--- src/ndfs_pkg.sv ---
`default_nettype none
package ndfs_pkg;

  typedef struct packed {
    logic [1:0] unit_select;
    logic [6:0] value;
  } in_req_t;

  typedef struct packed {
    logic       line_level;
    logic [3:0] slot_periods;
    logic       last_slot;
  } out_res_t;

  // Classified work handed from the front end to the serializer
  typedef struct packed {
    logic [2:0] addr;
    logic [3:0] ones;
    logic [3:0] tens;
  } frame_cmd_t;

  localparam logic [1:0] UNIT_SECONDS = 2'd0;
  localparam logic [1:0] UNIT_MINUTES = 2'd1;
  localparam logic [1:0] UNIT_HOURS   = 2'd2;

  localparam logic [2:0] ADDR_SECONDS = 3'b001;
  localparam logic [2:0] ADDR_MINUTES = 3'b011;
  localparam logic [2:0] ADDR_HOURS   = 3'b101;

  localparam logic [6:0] MAX_VALUE     = 7'd99;
  localparam int         FRAME_SLOTS   = 10;
  localparam int         ITEM_SLOTS    = 2 * FRAME_SLOTS + 1;
  localparam int         SLOT_W        = $clog2(ITEM_SLOTS);
  localparam logic [3:0] UNIT_PERIODS  = 4'd1;

  // Frame slot positions
  localparam logic [3:0] POS_START = 4'd0;
  localparam logic [3:0] POS_SYNC  = 4'd1;
  localparam logic [3:0] POS_A2    = 4'd2;
  localparam logic [3:0] POS_A1    = 4'd3;
  localparam logic [3:0] POS_A0    = 4'd4;
  localparam logic [3:0] POS_D0    = 4'd5;
  localparam logic [3:0] POS_D1    = 4'd6;
  localparam logic [3:0] POS_D2    = 4'd7;
  localparam logic [3:0] POS_D3    = 4'd8;
  localparam logic [3:0] POS_STOP  = 4'd9;

  function automatic logic [2:0] unit_addr(input logic [1:0] unit);
    logic [2:0] a;
    unique case (unit)
      UNIT_SECONDS: a = ADDR_SECONDS;
      UNIT_MINUTES: a = ADDR_MINUTES;
      UNIT_HOURS:   a = ADDR_HOURS;
      default:      a = ADDR_HOURS;
    endcase
    return a;
  endfunction

endpackage
`default_nettype wire

--- src/nixie_digit_frame_serializer_unit.sv ---
`default_nettype none
// Nixie digit frame serializer. Each request (unit, value) becomes 21 line
// slots: the ones frame, the tens frame (each low, high, 3-bit unit address
// MSB first, 4 digit bits LSB first, high) and a closing high slot of
// END_HOLD_PERIODS bit periods flagged by last_slot. Values above 99 read as
// 99; unit code 3 uses the hours address. The serializer's slot counter
// emits one slot per cycle while the output is not stalled; with the
// output never stalled and the next request already queued, slots stream
// with no gaps between requests. A two-entry queue between the input
// classifier and the serializer lets new requests be taken while a frame
// is still going out. With the serializer idle, an accepted request is
// written into the queue and its first slot is then registered out.
module nixie_digit_frame_serializer_unit import ndfs_pkg::*; #(
  parameter int END_HOLD_PERIODS = 10
) (
  input  wire logic     clk,
  input  wire logic     rst_n,
  input  wire logic     in_valid,
  output logic          in_stall,
  input  wire in_req_t  in_req,
  output logic          out_valid,
  input  wire logic     out_stall,
  output out_res_t      out_res
);

  logic       push, pop, queue_full, q_valid;
  frame_cmd_t push_cmd, q_cmd;

  ndfs_front u_front (
    .in_valid   (in_valid),
    .in_stall   (in_stall),
    .in_req     (in_req),
    .push       (push),
    .push_cmd   (push_cmd),
    .queue_full (queue_full)
  );

  ndfs_queue u_queue (
    .clk      (clk),
    .rst_n    (rst_n),
    .push     (push),
    .push_cmd (push_cmd),
    .full     (queue_full),
    .pop      (pop),
    .q_valid  (q_valid),
    .q_cmd    (q_cmd)
  );

  ndfs_back #(
    .END_HOLD_PERIODS (END_HOLD_PERIODS)
  ) u_back (
    .clk       (clk),
    .rst_n     (rst_n),
    .q_valid   (q_valid),
    .q_cmd     (q_cmd),
    .pop       (pop),
    .out_valid (out_valid),
    .out_stall (out_stall),
    .out_res   (out_res)
  );

  a_end_len: assert property (@(posedge clk) disable iff (!rst_n)
    (out_valid && out_res.last_slot) |->
      (out_res.slot_periods == 4'(END_HOLD_PERIODS) && out_res.line_level))
    else $error("end slot has wrong length or level");

  a_frame_len: assert property (@(posedge clk) disable iff (!rst_n)
    (out_valid && !out_res.last_slot) |-> (out_res.slot_periods == UNIT_PERIODS))
    else $error("frame slot is not one bit period");

  a_no_gap: assert property (@(posedge clk) disable iff (!rst_n)
    (out_valid && !out_stall && !out_res.last_slot) |=> out_valid)
    else $error("gap inside a request's slot stream");

  a_pop_empty: assert property (@(posedge clk) disable iff (!rst_n)
    pop |-> q_valid)
    else $error("serializer took from an empty queue");

endmodule
`default_nettype wire

--- src/ndfs_front.sv ---
`default_nettype none
module ndfs_front import ndfs_pkg::*; (
  input  wire logic       in_valid,
  output logic            in_stall,
  input  wire in_req_t    in_req,
  output logic            push,
  output frame_cmd_t      push_cmd,
  input  wire logic       queue_full
);

  logic [6:0]  sat_val;
  logic [14:0] prod;
  logic [3:0]  tens;
  logic [6:0]  tens_x10;

  always_comb begin
    sat_val  = (in_req.value > MAX_VALUE) ? MAX_VALUE : in_req.value;
    // value / 10 as multiply by 205 >> 11, exact for 0..99
    prod     = 15'({8'd0, sat_val} * 15'd205);
    tens     = prod[14:11];
    tens_x10 = 7'({3'd0, tens} * 7'd10);
    push_cmd.addr = unit_addr(in_req.unit_select);
    push_cmd.tens = tens;
    push_cmd.ones = 4'(sat_val - tens_x10);
  end

  assign in_stall = queue_full;
  assign push     = in_valid && !queue_full;

endmodule
`default_nettype wire

--- src/ndfs_queue.sv ---
`default_nettype none
module ndfs_queue import ndfs_pkg::*; (
  input  wire logic        clk,
  input  wire logic        rst_n,
  input  wire logic        push,
  input  wire frame_cmd_t  push_cmd,
  output logic             full,
  input  wire logic        pop,
  output logic             q_valid,
  output frame_cmd_t       q_cmd
);

  frame_cmd_t entry_r [2];
  logic       wr_ptr_r, wr_ptr_nxt;
  logic       rd_ptr_r, rd_ptr_nxt;
  logic [1:0] count_r, count_nxt;

  assign full    = (count_r == 2'd2);
  assign q_valid = (count_r != 2'd0);
  assign q_cmd   = entry_r[rd_ptr_r];

  always_comb begin
    wr_ptr_nxt = push ? ~wr_ptr_r : wr_ptr_r;
    rd_ptr_nxt = pop  ? ~rd_ptr_r : rd_ptr_r;
    count_nxt  = count_r + {1'b0, push} - {1'b0, pop};
  end

  always_ff @(posedge clk) begin
    if (!rst_n) begin
      wr_ptr_r <= 1'b0;
      rd_ptr_r <= 1'b0;
      count_r  <= 2'd0;
    end else begin
      wr_ptr_r <= wr_ptr_nxt;
      rd_ptr_r <= rd_ptr_nxt;
      count_r  <= count_nxt;
    end
  end

  always_ff @(posedge clk) begin
    if (push) begin
      entry_r[wr_ptr_r] <= push_cmd;
    end
  end

endmodule
`default_nettype wire

--- src/ndfs_back.sv ---
`default_nettype none
module ndfs_back import ndfs_pkg::*; #(
  parameter int END_HOLD_PERIODS = 10
) (
  input  wire logic        clk,
  input  wire logic        rst_n,
  input  wire logic        q_valid,
  input  wire frame_cmd_t  q_cmd,
  output logic             pop,
  output logic             out_valid,
  input  wire logic        out_stall,
  output out_res_t         out_res
);

  localparam logic [SLOT_W-1:0] LAST_IDX  = SLOT_W'(ITEM_SLOTS - 1);
  localparam logic [SLOT_W-1:0] FRAME_LEN = SLOT_W'(FRAME_SLOTS);

  frame_cmd_t        cmd_r, cmd_nxt;
  logic              busy_r, busy_nxt;
  logic [SLOT_W-1:0] slot_r, slot_nxt;
  logic              out_valid_r, out_valid_nxt;
  out_res_t          out_res_r, out_res_nxt;

  frame_cmd_t        cur;
  logic              active, adv;
  logic [SLOT_W-1:0] rel;
  logic [3:0]        pos;
  logic [3:0]        digit;
  logic              level;

  always_comb begin
    cur    = busy_r ? cmd_r : q_cmd;
    active = busy_r || q_valid;
    adv    = !out_valid_r || !out_stall;
    pop    = adv && !busy_r && q_valid;

    // Ones frame first, then tens frame
    rel   = (slot_r >= FRAME_LEN) ? slot_r - FRAME_LEN : slot_r;
    pos   = rel[3:0];
    digit = (slot_r >= FRAME_LEN) ? cur.tens : cur.ones;

    unique case (pos)
      POS_START: level = 1'b0;
      POS_SYNC:  level = 1'b1;
      POS_A2:    level = cur.addr[2];
      POS_A1:    level = cur.addr[1];
      POS_A0:    level = cur.addr[0];
      POS_D0:    level = digit[0];
      POS_D1:    level = digit[1];
      POS_D2:    level = digit[2];
      POS_D3:    level = digit[3];
      POS_STOP:  level = 1'b1;
      default:   level = 1'b1;
    endcase

    out_res_nxt.line_level   = (slot_r == LAST_IDX) ? 1'b1 : level;
    out_res_nxt.slot_periods = (slot_r == LAST_IDX) ? 4'(END_HOLD_PERIODS) : UNIT_PERIODS;
    out_res_nxt.last_slot    = (slot_r == LAST_IDX);
  end

  always_comb begin
    cmd_nxt       = pop ? q_cmd : cmd_r;
    busy_nxt      = busy_r;
    slot_nxt      = slot_r;
    out_valid_nxt = out_valid_r;
    if (adv) begin
      out_valid_nxt = active;
      if (active) begin
        busy_nxt = (slot_r != LAST_IDX);
        slot_nxt = (slot_r == LAST_IDX) ? '0 : slot_r + SLOT_W'(1);
      end
    end
  end

  always_ff @(posedge clk) begin
    if (!rst_n) begin
      busy_r      <= 1'b0;
      slot_r      <= '0;
      out_valid_r <= 1'b0;
    end else begin
      busy_r      <= busy_nxt;
      slot_r      <= slot_nxt;
      out_valid_r <= out_valid_nxt;
    end
  end

  always_ff @(posedge clk) begin
    cmd_r <= cmd_nxt;
    if (adv && active) begin
      out_res_r <= out_res_nxt;
    end
  end

  assign out_valid = out_valid_r;
  assign out_res   = out_res_r;

endmodule
`default_nettype wire

--- config.mk ---
export PLATFORM = sky130hd
export DESIGN_NAME = nixie_digit_frame_serializer_unit
export DESIGN_NICKNAME = d
export VERILOG_FILES = /design/src/ndfs_pkg.sv /design/src/nixie_digit_frame_serializer_unit.sv /design/src/ndfs_front.sv /design/src/ndfs_queue.sv /design/src/ndfs_back.sv
export SDC_FILE = /design/constraint.sdc
export NUM_CORES = 1
export LEC_CHECK = 0
export ABC_AREA = 1
export BUFFER_PORTS_ARGS = -buffer_cell sky130_fd_sc_hd__buf_2
export CORE_MARGIN = 5
export CORE_UTILIZATION = 55
export DETAILED_ROUTE_END_ITERATION = 10
export PLACE_DENSITY = 0.73
export SYNTH_ARGS = -nofsm -noshare
export SYNTH_HDL_FRONTEND = slang
export SYNTH_SLANG_ARGS = --single-unit
--- constraint.sdc ---
create_clock -name clk -period 5 [get_ports clk]
set_input_delay 0 -clock clk [delete_from_list [all_inputs] [get_ports clk]]
set_output_delay 0 -clock clk [all_outputs]
set_load 0.1 [all_outputs]
* After elaboration in Yosys (flattened, before gate mapping)
Memory sizes are Yosys's and may differ from the RTL's. A register that Yosys moved wholly into a read port is not among the register bits.
Cells that the tools add are included.
Widths: inputs -> output; s select.
** Storage, ports and cells
- Logic and storage cells :: 61
- Input port bits :: 13
- Flip-flop bits (word level) :: 28
- Memories kept :: 1
- Memory bits (writable) :: 22
** Operators by class
- Bitwise logic cells :: 2
- Reduce and logical (&&, ||, !) cells :: 14
- Muxes and demuxes :: 12
- $add $sub $neg :: 5
- Order comparisons :: 2
- $mul :: 2
- Equality and inequality tests :: 11
** Memories
- u_queue.entry_r :: words 2, width 11, read ports 1, clocked after Yosys merged registers in 1, write ports 1, line ndfs_queue.sv:13 : frame_cmd_t entry_r [2];
** Operators with widths (count)
- $eq 4x3->1 const B :: 4
- $mul 7x8->15 const B :: 1
- $mux 4 :: 3
- $mux 11 :: 1
- $eq 4x2->1 const B :: 2
- $pmux 1 s8 :: 1
- $gt 7x7->1 const B :: 1
- $mux 7 :: 1
- $pmux 3 s2 :: 1
- $add 5x1->5 const B :: 1
- $eq 5x5->1 const B :: 1
- $ge 5x4->1 const B :: 1
- $mux 5 :: 1
- $ne 5x5->1 const B :: 1
- $eq 4x4->1 const B :: 1
- $logic_and 1x1->1 :: 4
- $logic_not 1->1 :: 4
- $logic_not 4->1 :: 1
- $mul 4x3->3 const B :: 1
- $mux 1 :: 4
- $sub 4x4->4 :: 1
- $sub 4x4->4 const B :: 1
- $add 2x1->2 :: 1
- $eq 2x1->1 const B :: 1
- other kinds (7) :: 9

* Longest topological paths before layout
- Depth in word-level cells :: 6
- Gate-level depth with buffers :: 29
- Depth with buffers taken out :: 29

* By module
Synthesis repeated with hierarchy kept, for this count alone.
** Second synthesis, totals
- Cell total of the unflattened synthesis :: 384
- Area total of the unflattened synthesis :: 3453.3 sq um
** By module, submodules not included
- ndfs_back :: cells each 157, area an instance 1268.7 sq um, times used 1
- ndfs_front :: cells each 160, area an instance 1126.1 sq um, times used 1
- ndfs_queue :: cells each 67, area an instance 1058.5 sq um, times used 1

* Worst setup path before layout
Ideal clock, no wire load.
- Kind :: input -> register
- From :: input port in_req[6] (netlist name)
- To :: memory u_queue.entry_r[0][7] (netlist name), data pin
- Cell stages on the path :: 28
- Setup time :: 0.256 ns
- Buffers on the path :: 0
- Slack :: 0.861 ns
- Arrival time :: 3.883 ns
- Path through :: nand2_2 -> a21oi_1 -> inv_1 -> nand2_1 -> inv_1 -> ha_1 -> ha_1 -> fa_1 -> inv_1 -> fa_1 -> inv_1 -> ha_1 -> nand2_1 -> inv_1 -> nand2_1 -> nand2_1 -> nand2_1 -> nand2_1 -> nand2_1 -> nand2_2 -> xnor2_2 -> fa_1 -> xor2_1 -> inv_1 -> nand3_1 -> nand2_1 -> nand2_1 -> nand2_1
** RTL lines
- from (decl) :: line nixie_digit_frame_serializer_unit.sv:20 : input wire in_req_t in_req,
- to (decl) :: line ndfs_queue.sv:13

==> qor.yml <==
nNetsFinal: 452
design.die.area_um2: 7465
yosys.area_share.simple_pct: 16.87
worst_pin_slew_ns: 0.9263
io_buffers: 19
diodes: 0
dp_slack_ns: 0.2948
synthCells: 372
switching_share_pct: 44.17
grt_antenna_before_repair: 0
intPower_mw: 0.9890
yosysWarnings: 0
cp-start-kind: "input pin"
boundaryPins: 21
dr.pass1.iters: 4
wl_per_cell_um: 12.20
cts_tree: "yes"
critPathCaptureType: "flip-flop"
hpwl_um: 4663
grt_pass1_vias: 2150
power.net_switching_mw: 0.7825
num_vias: 2344
synth-compound-area-share_pct: 8.145
cap_violations: 0
clock_path_buffers: 2
layout.cells.non_filler: 463
synthXorXnorAreaFrac_pct: 3.468
drtIter0Drc: 111
die_y_um: 86.40
drive_gt1_share_pct: 11.76
mostFrequentLayoutCells: "72 x inv_1, 71 x nand2_1, 40 x ha_1"
p_per_area_nw_per_um2: 510.0
overflow: 0
syn-cell-area_um2: 3211
vdd_drop_max_v: 0.0002600
clkLatencyLatePin_ns: 0.30
timing.critical_path.mode_cell: "nand2_1"
yosys.area_share.adder_pct: 21.20
finalCritPeriodShare_pct: 87.27
syn_to_final_growth_pct: 8.184
synth_top_family_by_area: "adder cells"
crit_family: "adder cells"
cts_setup_buffers: 0
clk_pin_slew_ns: 0.09
ys_ff_latch: 45
synth_mux_area_share_pct: 1.052
yosys.cell_types.count: 34
grt_pass1_wl_um: 9411
skew_ns: 0.007030
rsz0062_at_grt: "false"
hold_viol: 0
final_util_pct: 62.31
drc: 0
cp_max_fo: 5
numCtsBuffers: 5
min_period_ns: 4.364
cp.required_ns: 5.06
grt_max_degree: 18
mostFrequentLayoutCell: "inv_1"
worstPathArrival_ns: 4.42
grt_usage_pct: 15.88
core_area_um2: 5574
start_util_pct: 57.60
setup_viol: 0
die_w_um: 86.40
path_class: "input pin to flip-flop"
fin_ws_ns: 0.6365
hold_class: "input pin to flip-flop"
setup-tns-final_ns: 0
place_congestion: 0.8820
fmax_mhz: 229.2
relSlewSlack_pct: 38.02
critPathBufInv: 8
slowest_stage: "fa_1"
seqPwrFrac_pct: 35.4
ant_nets: 0
wirelength_um: 5650
root_buffer: "clkbuf_8"
htreeDepth: 2
synth_nets: 434
final_max_slew_viol_count: 0
p_leak_nw: 1.727
combPwrFrac_pct: 49.1
std_cell_rows: 27
synth-seq-area-share_pct: 38.35
clkPwrFrac_pct: 15.5
avgSynthCellArea_um2: 8.631
critPathMaxStageDelay_ns: 0.52
status: "finished clean"
place_inst: 453
viasPerCell: 5.063
clkSinkCount: 45
-- cell usage after synthesis, drive strengths merged --
library cell | n | area (um2)
nand3 | 18 | 100.1
conb | 1 | 3.750
nand2 | 74 | 290.3
o21ai | 26 | 137.6
nand4 | 1 | 6.260
and2 | 1 | 6.260
xnor2 | 4 | 42.55
a22oi | 1 | 7.510
or2 | 1 | 6.260
nor3 | 1 | 5.000
buf | 6 | 46.29
a21oi | 17 | 92.59
fa | 9 | 180.2
nor2 | 34 | 127.6
xor2 | 7 | 68.82
o2111ai | 1 | 8.760
mux2 | 3 | 33.78
edfxtp | 33 | 991.0
dfxtp | 12 | 240.2
ha | 40 | 500.5
o211ai | 2 | 15.01
inv | 75 | 281.5
clkbuf | 5 | 18.77
-- cell type report --
cell class	instances	area, um2
Clock buffer	5	68.82
Clock inverter	3	46.29
Fill cell	498	2101
Inverter	75	281.5
Multi-Input combinational cell	241	1633
Sequential cell	45	1231
Tap cell	72	90.09
Timing Repair Buffer	22	122.6
-- power groups by stage --
stage	clock (mW)	sequential, mW	combinational, mW
floorplan	0	0.688	0.653
global placement	0	0.633	0.853
detailed placement	0	0.637	0.873
CTS	0.279	0.630	0.880
global route	0.298	0.641	0.991
finish	0.274	0.628	0.870
-- metrics by stage --
stage	instance area, um2	power (mW)	hold slack [ns]
6_report	3473	1.771	0.05303
5_1_grt	3473	1.930	0.06249
4_1_cts	3473	1.789	0.04191
3_5_place_dp	3338	1.511	0.2056
3_3_place_gp	3338	1.486	0.2037
2_1_floorplan	3211	1.341	0.09345
-- tightest hold or removal path: cells and delay by family --
family | cells | cell delay, ns
buffers and inverters | 2 | 0.14
AND/OR/NAND/NOR | 1 | 0.04
-- flip-flops by register name (all words and copies together) (netlist names), named ones only --
register,count
u_back.out_res,3
u_queue.rd_ptr_r,1
u_back.out_valid,1
u_back.cmd_r,10
u_back.busy_r,1
u_queue.count_r,2
u_back.slot_r,5
u_queue.entry_r,20
u_queue.wr_ptr_r,1
-- cell families after synthesis --
group,after synthesis
AND/OR/NAND/NOR,130
multiplexers,3
other,1
XOR/XNOR,11
AO/OA/AOI/OAI,47
adder cells (fa/ha/maj),49
flip-flops,45
buffers and inverters,86
-- final timing paths --
path	startpoint	cells past startpoint	slack, ns	to
setup / recovery	in_req[5]	29	0.64	u_queue.entry_r[1][7]
hold / removal	in_req[7]	3	0.05	u_queue.entry_r[0][9]
setup reg to reg	u_back.slot_r[1]	13	3.02	u_back.out_res[5]
hold reg to reg	u_queue.count_r[1]	1	0.48	u_queue.count_r[1]
-- what timing repair did --
action                    in CTS  in global routing
hold buffers                   2                  0
gates resized for setup        0                  0
hold endpoints to repair       6                  0
-- routing by layer --
layer | global-route usage, % | routed length (um) | vias up
met5 | 0 | 0 | -
met4 | 5.807 | 78 | 0
met3 | 2.757 | 183 | 10
met2 | 28.16 | 2907 | 47
met1 | 19.21 | 2481 | 1069
li1 | - | - | 1218
No activity file was read; power rests on OpenSTA's default activity.
